===== src/rtl/pwts_pkg.sv =====
// ----------------------------------------------------------------------------
// pwts_pkg
// Types and constants shared by the per-window traffic statistics block.
// ----------------------------------------------------------------------------
package pwts_pkg;

  localparam int ELAPSED_W = 52;
  localparam int WLEN_W    = 26;
  localparam int FIFO_DEPTH = 4;

  localparam logic [WLEN_W-1:0] WLEN_RESET = 26'd1000000;
  localparam logic [19:0]       US_PER_SEC = 20'd1000000;

  typedef struct packed {
    logic        kind;
    logic [31:0] ts_seconds;
    logic [19:0] ts_micros;
    logic [15:0] pkt_len;
    logic [31:0] src_ip;
    logic [31:0] dst_ip;
  } in_word_t;

  typedef struct packed {
    logic [31:0] window_index;
    logic [31:0] packet_count;
    logic [31:0] byte_total;
    logic [23:0] mean_length_q8;
    logic [25:0] mean_gap_us;
    logic [8:0]  distinct_sources;
    logic [8:0]  distinct_destinations;
    logic [9:0]  distinct_addresses;
    logic        overflow;
  } out_word_t;

  typedef enum logic [1:0] {
    OP_ADD,
    OP_NEW,
    OP_FLUSH
  } cmd_op_t;

  typedef struct packed {
    cmd_op_t                op;
    logic [31:0]            win;
    logic [ELAPSED_W-1:0]   elapsed;
    logic [15:0]            pkt_len;
    logic [31:0]            src_ip;
    logic [31:0]            dst_ip;
  } cmd_t;

  typedef struct packed {
    logic push;
    cmd_t word;
  } q_wr_t;

  typedef struct packed {
    logic full;
    logic empty;
  } q_stat_t;

  typedef enum logic [2:0] {
    F_IDLE,
    F_MUL,
    F_SUM,
    F_CHK,
    F_DIV,
    F_CLASS,
    F_PUSH
  } fe_state_t;

  typedef enum logic [3:0] {
    B_IDLE,
    B_DECODE,
    B_GAP_GO,
    B_GAP_WAIT,
    B_MEAN_GO,
    B_MEAN_WAIT,
    B_EMIT,
    B_CLEAR,
    B_ADD,
    B_SCAN
  } be_state_t;

endpackage


===== src/rtl/pwts_fifo.sv =====
// ----------------------------------------------------------------------------
// pwts_fifo
// Short command queue between the classifier and the statistics engine.
// ----------------------------------------------------------------------------
module pwts_fifo (
  input  logic             clk,
  input  logic             rst_n,
  input  pwts_pkg::q_wr_t  wr,
  input  logic             pop,
  output pwts_pkg::cmd_t   head,
  output pwts_pkg::q_stat_t stat
);
  import pwts_pkg::*;

  localparam int PW = $clog2(FIFO_DEPTH);
  localparam int NW = $clog2(FIFO_DEPTH + 1);

  cmd_t          mem_r [FIFO_DEPTH];
  logic [PW-1:0] wp_r;
  logic [PW-1:0] rp_r;
  logic [NW-1:0] cnt_r;
  logic          do_push;
  logic          do_pop;

  assign stat.full  = (cnt_r == NW'(FIFO_DEPTH));
  assign stat.empty = (cnt_r == '0);
  assign do_push    = wr.push && !stat.full;
  assign do_pop     = pop && !stat.empty;
  assign head       = mem_r[rp_r];

  always_ff @(posedge clk) begin
    if (!rst_n) begin
      wp_r  <= '0;
      rp_r  <= '0;
      cnt_r <= '0;
    end else begin
      if (do_push) wp_r <= (wp_r == PW'(FIFO_DEPTH - 1)) ? '0 : wp_r + 1'b1;
      if (do_pop)  rp_r <= (rp_r == PW'(FIFO_DEPTH - 1)) ? '0 : rp_r + 1'b1;
      cnt_r <= cnt_r + NW'(do_push) - NW'(do_pop);
    end
  end

  always_ff @(posedge clk) begin
    if (do_push) mem_r[wp_r] <= wr.word;
  end

  a_cnt_bound: assert property (@(posedge clk) disable iff (!rst_n)
    cnt_r <= NW'(FIFO_DEPTH)) else $error("queue count beyond depth");
  a_no_ovr: assert property (@(posedge clk) disable iff (!rst_n)
    stat.full |-> !(wr.push && !pop)) else $error("push into full queue");
  a_no_udr: assert property (@(posedge clk) disable iff (!rst_n)
    (pop && stat.empty) |=> $stable(rp_r)) else $error("pop from empty queue moved");

endmodule


===== config.mk =====
export PLATFORM = sky130hd
export DESIGN_NAME = pwts_fifo
export DESIGN_NICKNAME = d
export VERILOG_FILES = /design/src/rtl/pwts_pkg.sv /design/src/rtl/pwts_fifo.sv
export SDC_FILE = /design/constraint.sdc
export NUM_CORES = 1
export LEC_CHECK = 0
export ABC_CLOCK_PERIOD_IN_PS = 7300
export BUFFER_PORTS_ARGS = -buffer_cell sky130_fd_sc_hd__buf_2
export CORE_MARGIN = 1
export CORE_UTILIZATION = 40
export DETAILED_ROUTE_END_ITERATION = 8
export PLACE_DENSITY = 0.66
export SYNTH_ARGS = -nofsm -noshare
export SYNTH_HDL_FRONTEND = slang
export SYNTH_SLANG_ARGS = --single-unit
export TNS_END_PERCENT = 50

===== constraint.sdc =====
create_clock -name clk -period 7.3 [get_ports clk]
set_clock_uncertainty 0.1 [all_clocks]
set_input_delay 2.19 -clock clk [delete_from_list [all_inputs] [get_ports clk]]
set_output_delay 2.19 -clock clk [all_outputs]
set_load 0.02 [all_outputs]

==> out/metrics.cfg <==
[worst_setup_path]
crit_path_end_kind = output port
cp_top_family = flip-flops
critPathLaunchType = register
crit_required_ps = 5010
critPathMaxFanout = 61
path_cells = buf_12 -> mux4_2 -> buf_2
cp.depth = 3
reg2reg_depth = 4
crit_buf_inv = 2
crit_type = reg2out
critPathMaxStageDelay_ps = 950
cp_slowest_cell = dfxtp_4
cp.arrival_ps = 2950

[detailed_routing]
drt_iter0_markers = 602
remaining_drc_errors = 0
dr.pass1.iters = 5
routedWlPerCell_um = 22.4
detail-route-antenna-nets = 0
wl_mm = 47.8
drt-vias-per-instance = 5.10
vias = 10889

[pwr]
p_sw_share_pct = 27.8
ir_worst_vdd_v = 0.000237
p_leak_nw = 9.72
net-switching-power_w = 0.00297
power_frac_seq_pct = 45.5
p_int_w = 0.00771
power_density_nw_per_um2 = 364
p_clk_share_pct = 32.2
comb_power_share_pct = 22.3

[cts]
cts_tree = done
cts_buffers = 72
clkSinkCount = 673
clk_latency_ps = 590
htree_levels = 3
ctsHoldBuffers = 0
postCtsResizedCells = 0
cts-root-buf = clkbuf_16
clock_path_buffers = 3
clkTransAtPathRegs_ps = 60
post_cts_buffers = 0

[final_layout]
stdcell_count = 2137
drive_above_1_share_pct = 45.9
fin_area_um2 = 29300
n_antenna_cell = 0
syn2layout_area_growth_pct = 19.8
finish.utilization_pct = 48.5
layout.nets = 1483
final_cell_mix = 664 x edfxtp_1, 337 x buf_2, 166 x mux4_2
final_common_cell = edfxtp_1

[floorplan]
die_w_um = 249
num_rows = 90
core_area_um2 = 60400
dieArea_um2 = 62100
start_util_pct = 40.5
die_h_um = 249
boundaryPins = 338

[timing]
slew_headroom_pct = 33.4
period_needed_ps = 5240
max_freq_ghz = 0.191
setup_viol = 0
slew_viol_final = 0
finalCritPeriodShare_pct = 71.7
rsz0062_at_grt = no
setup_tns_ps = 0
finalHoldViolCount = 0
worst_pin_slew_ps = 998

[grt]
grt_overflow = 0
grt_use_total_pct = 15.5
grt_start_max_net_pins = 116
grt_first_pass_wirelength_mm = 71.8
antenna_found_initial = 9
first_global_vias = 11696

[synthesis]
synth_flop_cell = edfxtp_1
synth-seq-cells = 673
syn_avg_cell_area_um2 = 26.6
synth_cell_types = 23
syn_inst = 920
yosys_warnings = 0
synth_edf_count = 664
synth_seq_area_share_pct = 82.3
synth_fp_nets = 1098
netlist_area_um2 = 24500
ys_async_sr_fraction_pct = 0

[worst_hold_path]
hold_path.class = reg2reg
hold_depth = 2

[place]
place_hpwl_mm = 27.7
dpl_cell_area_um2 = 27100
numPortBuffers = 337
place_inst = 2013
gp_congestion = 0.732

[run]
max_cap_violations = 0

[status]
outcome = completed

## logic make-up (layout without fill, tap and decap cells)
| kind of cell | Yosys count | in the layout | synth area share (%) |
|---|---|---|---|
| flip-flops | 673 | 673 | 82.3 |
| multiplexers | 168 | 168 | 15.4 |
| buffers and inverters | 46 | 481 | 1.35 |
| AND/OR/NAND/NOR | 20 | 20 | 0.420 |
| adder cells (fa/ha/maj) | 8 | 8 | 0.440 |
| AO/OA/AOI/OAI | 3 | 3 | 0.0716 |
| XOR/XNOR | 2 | 2 | 0.0716 |
## per-layer routing
layer / wire [um] / global-route usage (%) / vias up / share of wire, %
li1: - / - / 4761 / -
met5: 115 / 0 / - / 0.24
met2: 24100 / 25.5 / 290 / 50
met1: 19300 / 19.2 / 5733 / 40
met3: 3230 / 5.07 / 87 / 6.8
met4: 1050 / 5.54 / 18 / 2.2
## per-stage QoR
step	hold slack (ps)	setup slack, ps	power (W)
3_5_place_dp	392	2540	0.00739
3_3_place_gp	385	2550	0.00736
2_1_floorplan	368	291	0.00663
6_report	399	2060	0.0107
4_1_cts	401	1890	0.0109
5_1_grt	424	1790	0.0111
## power groups by stage
stage / combinational (W) / sequential (W) / clock [W]
6_report: 0.00238 / 0.00486 / 0.00344
5_1_grt: 0.00254 / 0.00490 / 0.00368
4_1_cts: 0.00245 / 0.00487 / 0.00355
3_5_place_dp: 0.00244 / 0.00495 / 0
3_3_place_gp: 0.00243 / 0.00492 / 0
2_1_floorplan: 0.00172 / 0.00490 / 0
## layout make-up
| cell class | instances | area (um2) |
|---|---|---|
| Fill cell | 4873 | 31100 |
| Sequential cell | 673 | 20100 |
| Multi-Input combinational cell | 201 | 4010 |
| Timing Repair Buffer | 350 | 1920 |
| Clock buffer | 84 | 1890 |
| Tap cell | 782 | 978 |
| Clock inverter | 40 | 347 |
| Inverter | 7 | 26.3 |
## tightest hold or removal path: stages, from the launching register on
cell and delay (ps):
dfxtp_1 330, nand2_1 60, mux2i_1 60
## state kept, by name, summed over array words and instances (netlist names), named ones only
signal,cells
mem_r,664
cnt_r,3
rp_r,2
wp_r,2
## synth_stat cells, types with 2 or more instances
library cell | n | share of area, %
inv_1 | 7 | 0.11
buf_2 | 15 | 0.31
buf_4 | 2 | 0.061
edfxtp_1 | 664 | 82
buf_1 | 2 | 0.031
nand2_1 | 6 | 0.092
o21ai_0 | 2 | 0.041
mux4_2 | 166 | 15
xnor2_1 | 2 | 0.072
nor2_1 | 2 | 0.031
dfxtp_1 | 9 | 0.74
ha_1 | 7 | 0.36
mux2i_1 | 2 | 0.082
clkbuf_1 | 3 | 0.046
nand3_1 | 2 | 0.041
buf_6 | 16 | 0.74
and2_1 | 7 | 0.18
## path summary, 6_finish.rpt
path / start / endpoint / slack, ps
max: register / head[126] / 2060
min: wp_r[1]$_SDFFE_PN0P_ / wp_r[1]$_SDFFE_PN0P_ / 400
max reg2reg: cnt_r[2]$_SDFF_PN0_ / mem_r[2][103]$_DFFE_PP_ / 4370
min reg2reg: wp_r[1]$_SDFFE_PN0P_ / wp_r[1]$_SDFFE_PN0P_ / 400
No activity file was read; power rests on OpenSTA's default activity.
