File: config.mk
export PLATFORM = sky130hd
export DESIGN_NAME = pwts_front
export DESIGN_NICKNAME = d
export VERILOG_FILES = /design/src/rtl/pwts_pkg.sv /design/src/rtl/pwts_div.sv /design/src/rtl/pwts_front.sv
export SDC_FILE = /design/constraint.sdc
export NUM_CORES = 2
export LEC_CHECK = 0
export BUFFER_PORTS_ARGS = -buffer_cell sky130_fd_sc_hd__buf_2
export CORE_UTILIZATION = 35
export DETAILED_ROUTE_END_ITERATION = 12
export SYNTH_ARGS = -nofsm -noshare
export SYNTH_HDL_FRONTEND = slang
export SYNTH_SLANG_ARGS = --single-unit
File: constraint.sdc
create_clock -name clk -period 9.47 [get_ports clk]
set_input_delay 0.4735 -clock clk [delete_from_list [all_inputs] [get_ports clk]]
set_output_delay 0.4735 -clock clk [all_outputs]
set_load 0.005 [all_outputs]
File: src/rtl/pwts_pkg.sv
// ----------------------------------------------------------------------------
// pwts_pkg
// Types and constants shared by the per-window traffic statistics block.
// ----------------------------------------------------------------------------
package pwts_pkg;

  localparam int ELAPSED_W = 52;
  localparam int WLEN_W    = 26;
  localparam int FIFO_DEPTH = 4;

  localparam logic [WLEN_W-1:0] WLEN_RESET = 26'd1000000;
  localparam logic [19:0]       US_PER_SEC = 20'd1000000;

  typedef struct packed {
    logic        kind;
    logic [31:0] ts_seconds;
    logic [19:0] ts_micros;
    logic [15:0] pkt_len;
    logic [31:0] src_ip;
    logic [31:0] dst_ip;
  } in_word_t;

  typedef struct packed {
    logic [31:0] window_index;
    logic [31:0] packet_count;
    logic [31:0] byte_total;
    logic [23:0] mean_length_q8;
    logic [25:0] mean_gap_us;
    logic [8:0]  distinct_sources;
    logic [8:0]  distinct_destinations;
    logic [9:0]  distinct_addresses;
    logic        overflow;
  } out_word_t;

  typedef enum logic [1:0] {
    OP_ADD,
    OP_NEW,
    OP_FLUSH
  } cmd_op_t;

  typedef struct packed {
    cmd_op_t                op;
    logic [31:0]            win;
    logic [ELAPSED_W-1:0]   elapsed;
    logic [15:0]            pkt_len;
    logic [31:0]            src_ip;
    logic [31:0]            dst_ip;
  } cmd_t;

  typedef struct packed {
    logic push;
    cmd_t word;
  } q_wr_t;

  typedef struct packed {
    logic full;
    logic empty;
  } q_stat_t;

  typedef enum logic [2:0] {
    F_IDLE,
    F_MUL,
    F_SUM,
    F_CHK,
    F_DIV,
    F_CLASS,
    F_PUSH
  } fe_state_t;

  typedef enum logic [3:0] {
    B_IDLE,
    B_DECODE,
    B_GAP_GO,
    B_GAP_WAIT,
    B_MEAN_GO,
    B_MEAN_WAIT,
    B_EMIT,
    B_CLEAR,
    B_ADD,
    B_SCAN
  } be_state_t;

endpackage

File: src/rtl/pwts_div.sv
// ----------------------------------------------------------------------------
// pwts_div
// Restoring unsigned divider, one quotient bit per cycle.
// ----------------------------------------------------------------------------
module pwts_div #(
  parameter int NW = 52,
  parameter int DW = 32
) (
  input  logic          clk,
  input  logic          rst_n,
  input  logic          start,
  input  logic [NW-1:0] dividend,
  input  logic [DW-1:0] divisor,
  output logic          done,
  output logic [NW-1:0] quotient
);

  localparam int CW = $clog2(NW + 1);

  logic [DW-1:0] rem_r;
  logic [DW-1:0] dvs_r;
  logic [NW-1:0] dvd_r;
  logic [CW-1:0] cnt_r;
  logic          run_r;
  logic          done_r;
  logic [DW:0]   sh;
  logic          qbit;
  logic [DW:0]   sub;

  always_comb begin
    sh   = {rem_r, dvd_r[NW-1]};
    qbit = (sh >= {1'b0, dvs_r});
    sub  = sh - {1'b0, dvs_r};
  end

  always_ff @(posedge clk) begin
    if (!rst_n) begin
      run_r  <= 1'b0;
      done_r <= 1'b0;
      cnt_r  <= '0;
    end else begin
      done_r <= 1'b0;
      if (start) begin
        run_r <= 1'b1;
        cnt_r <= CW'(NW);
      end else if (run_r) begin
        cnt_r <= cnt_r - 1'b1;
        if (cnt_r == CW'(1)) begin
          run_r  <= 1'b0;
          done_r <= 1'b1;
        end
      end
    end
  end

  always_ff @(posedge clk) begin
    if (start) begin
      rem_r <= '0;
      dvs_r <= divisor;
      dvd_r <= dividend;
    end else if (run_r) begin
      rem_r <= qbit ? sub[DW-1:0] : sh[DW-1:0];
      dvd_r <= {dvd_r[NW-2:0], qbit};
    end
  end

  assign done     = done_r;
  assign quotient = dvd_r;

endmodule

File: src/rtl/pwts_front.sv
// ----------------------------------------------------------------------------
// pwts_front
// Takes input words, computes elapsed time and window number, and queues
// add, new-window and flush commands.
// ----------------------------------------------------------------------------
module pwts_front (
  input  logic                            clk,
  input  logic                            rst_n,
  input  logic                            in_valid,
  output logic                            in_stall,
  input  pwts_pkg::in_word_t              in_word,
  input  logic                            cfg_we,
  input  logic [pwts_pkg::WLEN_W-1:0]     cfg_wdata,
  output pwts_pkg::q_wr_t                 q_wr,
  input  pwts_pkg::q_stat_t               q_stat
);
  import pwts_pkg::*;

  fe_state_t              state_r, state_nxt;
  logic [WLEN_W-1:0]      wlen_r;
  logic                   started_r;
  logic [31:0]            base_s_r;
  logic [19:0]            base_us_r;
  logic [31:0]            cur_win_r;
  in_word_t               item_r;
  logic signed [53:0]     mul_r;
  logic signed [20:0]     udiff_r;
  logic signed [53:0]     diff_r;
  cmd_t                   cmd_r;

  logic                   accept;
  logic signed [32:0]     sdiff;
  logic signed [20:0]     usec_s;
  logic signed [53:0]     mul_full;
  logic signed [20:0]     udiff;
  logic [WLEN_W-1:0]      wl;
  logic                   div_start;
  logic                   div_done;
  logic [ELAPSED_W-1:0]   q;
  logic [31:0]            win;

  assign accept = in_valid && !in_stall;

  always_comb begin
    sdiff    = $signed({1'b0, item_r.ts_seconds}) - $signed({1'b0, base_s_r});
    usec_s   = $signed({1'b0, US_PER_SEC});
    mul_full = sdiff * usec_s;
    udiff    = $signed({1'b0, item_r.ts_micros}) - $signed({1'b0, base_us_r});
    wl       = (wlen_r == '0) ? WLEN_W'(1) : wlen_r;
    win      = (|q[ELAPSED_W-1:32] || &q[31:0]) ? 32'hFFFF_FFFF : q[31:0] + 32'd1;
  end

  pwts_div #(.NW(ELAPSED_W), .DW(WLEN_W)) u_div (
    .clk      (clk),
    .rst_n    (rst_n),
    .start    (div_start),
    .dividend (diff_r[ELAPSED_W-1:0]),
    .divisor  (wl),
    .done     (div_done),
    .quotient (q)
  );

  always_comb begin
    state_nxt = state_r;
    case (state_r)
      F_IDLE:  if (accept) state_nxt = in_word.kind ? F_PUSH : F_MUL;
      F_MUL:   state_nxt = F_SUM;
      F_SUM:   state_nxt = F_CHK;
      F_CHK:   state_nxt = diff_r[53] ? F_IDLE : F_DIV;
      F_DIV:   if (div_done) state_nxt = F_CLASS;
      F_CLASS: state_nxt = (win < cur_win_r) ? F_IDLE : F_PUSH;
      F_PUSH:  if (!q_stat.full) state_nxt = F_IDLE;
      default: state_nxt = F_IDLE;
    endcase
  end

  always_comb begin
    in_stall  = (state_r != F_IDLE);
    div_start = (state_r == F_CHK) && !diff_r[53];
    q_wr.push = (state_r == F_PUSH) && !q_stat.full;
    q_wr.word = cmd_r;
  end

  always_ff @(posedge clk) begin
    if (!rst_n) begin
      state_r   <= F_IDLE;
      wlen_r    <= WLEN_RESET;
      started_r <= 1'b0;
      base_s_r  <= '0;
      base_us_r <= '0;
      cur_win_r <= 32'd1;
    end else begin
      state_r <= state_nxt;
      if (cfg_we) wlen_r <= cfg_wdata;
      if (accept) begin
        if (in_word.kind) begin
          started_r <= 1'b0;
          cur_win_r <= 32'd1;
        end else if (!started_r) begin
          started_r <= 1'b1;
          base_s_r  <= in_word.ts_seconds;
          base_us_r <= in_word.ts_micros;
          cur_win_r <= 32'd1;
        end
      end
      if (state_r == F_CLASS && win > cur_win_r) cur_win_r <= win;
    end
  end

  always_ff @(posedge clk) begin
    if (accept) begin
      item_r    <= in_word;
      cmd_r.op  <= OP_FLUSH;
    end
    if (state_r == F_MUL) begin
      mul_r   <= mul_full;
      udiff_r <= udiff;
    end
    if (state_r == F_SUM) diff_r <= mul_r + 54'(udiff_r);
    if (state_r == F_CLASS) begin
      cmd_r.op      <= (win == cur_win_r) ? OP_ADD : OP_NEW;
      cmd_r.win     <= win;
      cmd_r.elapsed <= diff_r[ELAPSED_W-1:0];
      cmd_r.pkt_len <= item_r.pkt_len;
      cmd_r.src_ip  <= item_r.src_ip;
      cmd_r.dst_ip  <= item_r.dst_ip;
    end
  end

endmodule

==> impl_metrics.json <==
{
  "routedWlPerCell_microns": 16.1,
  "ys_seq_area_share_pct": 47.0,
  "hpwlAfterDp_mm": 64.3,
  "register_area_sq_um": 17900,
  "crit_path_start_kind": "flip-flop",
  "rsz0062_at_grt": "no",
  "initial_utilization_pct": 35.5,
  "synth_warnings": 0,
  "synthMuxAreaShare_pct": 1.00,
  "ant_nets": 0,
  "crit_buf_inv": 6,
  "tightest_slew_ps": 1120,
  "route.detailed.drc": 0,
  "port_buffers": 331,
  "antenna_found_initial": 3,
  "synth_compound_area_share_pct": 12.3,
  "rows": 120,
  "finalMaxSlewViolations": 0,
  "path_max_fanout": 7,
  "fmax_ghz": 0.123,
  "end_kind": "flip-flop",
  "routed_wl_mm": 85.5,
  "clk_pin_slew_worst_paths_ps": 60,
  "critPathRequiredTime_ps": 9950,
  "die_w_microns": 332,
  "syn2layout_area_growth_pct": 17.9,
  "grt_pass1_vias": 25000,
  "holdCritPathClass": "input pin to flip-flop",
  "grt_max_degree": 111,
  "multi_input_area_sq_um": 18300,
  "synth_seq_cells": 646,
  "fin_nets": 4528,
  "max_cap_violations": 0,
  "layout_common_cells": "498 x edfxtp_1, 421 x nand2_1, 381 x inv_1, 361 x ha_1, 331 x buf_2",
  "cp_slowest_stage_delay_ps": 540,
  "drt-vias-per-instance": 4.77,
  "cpMostUsedCell": "inv_1",
  "vias": 25400,
  "crit_path_top_delay_cell": "xnor2_1",
  "grt_pass1_wl_mm": 135,
  "syn_nets": 4084,
  "crit_type": "flip-flop to flip-flop",
  "root_buffer": "clkbuf_16",
  "post_route_cells_drive_above_1_share_pct": 13.3,
  "clock_skew_ps": 44.4,
  "syn_avg_cell_area_sq_um": 11.2,
  "setup_viol": 0,
  "synthDistinctLibCells": 102,
  "gp_congestion": 0.833,
  "worstPathArrival_ps": 8590,
  "synth-xor-area-share_pct": 4.90,
  "die_h_microns": 332,
  "status": "completed",
  "design.core.area_sq_um": 108000,
  "layout_commonest_cell": "edfxtp_1",
  "yosys.area_share.simple_pct": 10.1,
  "layout_min_cycle_time_ps": 8110,
  "tns_ps": 0,
  "io_pins": 333,
  "fin_crit_sh_pct": 85.6,
  "grt.overflow.total": 0,
  "numCtsBuffers": 74,
  "netlist_area_sq_um": 38100,
  "cts_max_level": 3,
  "async_flop_share_pct": 0,
  "cts_tree": "built",
  "die_area_sq_um": 110000,
  "cts_resized": 0,
  "clock-sinks": 646,
  "max_slew_margin_pct": 25.5,
  "hold_viol": 0,
  "cts.path.max_buffers": 3,
  "syn-instance-count": 3409,
  "synth_edf_count": 498,
  "crit_family": "adder cells",
  "ys.flop_type": "edfxtp_1",
  "yosys.area_share.adder_pct": 19.7,
  "track_usage_pct": 15.2,
  "first_pass_iters": 7,
  "synth_top_family_by_area": "adder cells",
  "worst_skew_pair.late_latency_ps": 660,
  "num-fill-cells": 10300,
  "drt-initial-drc-count": 1124
}
-- synth_stat cells (7+ instances only) --
library cell,instances,area (sq um)
and3_1,28,175
mux2i_1,37,370
nor4_1,17,106
nor2b_1,44,275
a211oi_1,21,158
o21ai_0,106,531
nand2_1,422,1580
nand4_1,26,163
nand2b_1,20,125
nand3_1,48,240
a21boi_0,64,480
o21ai_1,14,70.1
nor3_1,35,175
fa_1,149,2980
inv_1,384,1440
a31oi_1,21,131
ha_1,361,4520
xnor2_1,129,1130
o21bai_1,21,158
or3_1,13,81.3
a21oi_1,174,871
nor2_1,102,383
and2_1,21,131
xor2_1,81,709
edfxtp_1,498,15000
and4_1,7,61.3
o211ai_1,45,338
o31ai_1,31,233
o21a_1,26,195
clkbuf_1,95,357
dfxtp_1,148,2960
or2_2,8,50.1
a21o_1,77,578
-- cell families after synthesis --
| group | Yosys count |
|---|---|
| AOI/OAI and AO/OA | 684 |
| adders and majority gates | 510 |
| muxes | 38 |
| and+or+nand+nor | 823 |
| other | 1 |
| DFF | 646 |
| xor gates and xnor gates | 211 |
| buffers and inverters | 496 |
-- layer usage --
metal  routed length, microns  share of wire (%)  up-vias  GRT usage [%]
met5                        0                  0        -              0
met2                    39700                 46      405           25.1
met4                     2380                2.8        0           5.26
met3                     3150                3.7      125           2.04
li1                         -                  -    12900              -
met1                    40300                 47    11900           20.4
-- through the flow --
stage | std cells | utilization [%] | cell area (sq um) | hold slack [ps] | setup slack (ps)
floorplan | 3409 | - | 38100 | 400 | 2400
finish | 5318 | 41.8 | 45000 | 51.7 | 1360
global placement | 5049 | 38.3 | 41200 | 400 | 1400
global route | 5317 | 41.8 | 44900 | 26.2 | 776
detailed placement | 5049 | 38.3 | 41200 | 405 | 1360
CTS | 5317 | 41.8 | 44900 | 2.14 | 1270
-- final cells by class --
type                       count  area share (%)
antenna                        1         0.00557
clock buffer                  97            4.36
clock inverter                40            1.00
inverter                     384            3.23
multi-input combinational   2267            40.7
sequential                   646            39.9
tap                         1403            3.91
timing repair buffer         480            6.90
-- sequential cells by signal (all words and copies together), names as in the netlist, 3 cells and up --
name and cells:
u_div.cnt_r 6, base_s_r 32, q_wr 166, diff_r 53
u_div.quotient 52, u_div.dvs_r 26, base_us_r 20, cur_win_r 32
u_div.rem_r 26, udiff_r 21, item_r 132, mul_r 48
wlen_r 26, state_r 3
-- path summary, 6_finish.rpt --
check	slack, ps	to	startpoint	cells after the start
max	1360	mul_r[52]	item_r[100]	32
min	50	item_r[125]	in_word[125]	1
max reg2reg	1360	mul_r[52]	item_r[100]	32
min reg2reg	400	q_wr[8]	item_r[8]	0
-- timing repair --
item                      CTS  global route
setup buffers               0             0
hold buffers              131             0
hold endpoints to repair  131             0
Power is left out: the tool's default activity adds up to more than one toggle a clock period on the data nets, which glitch-free logic cannot reach.
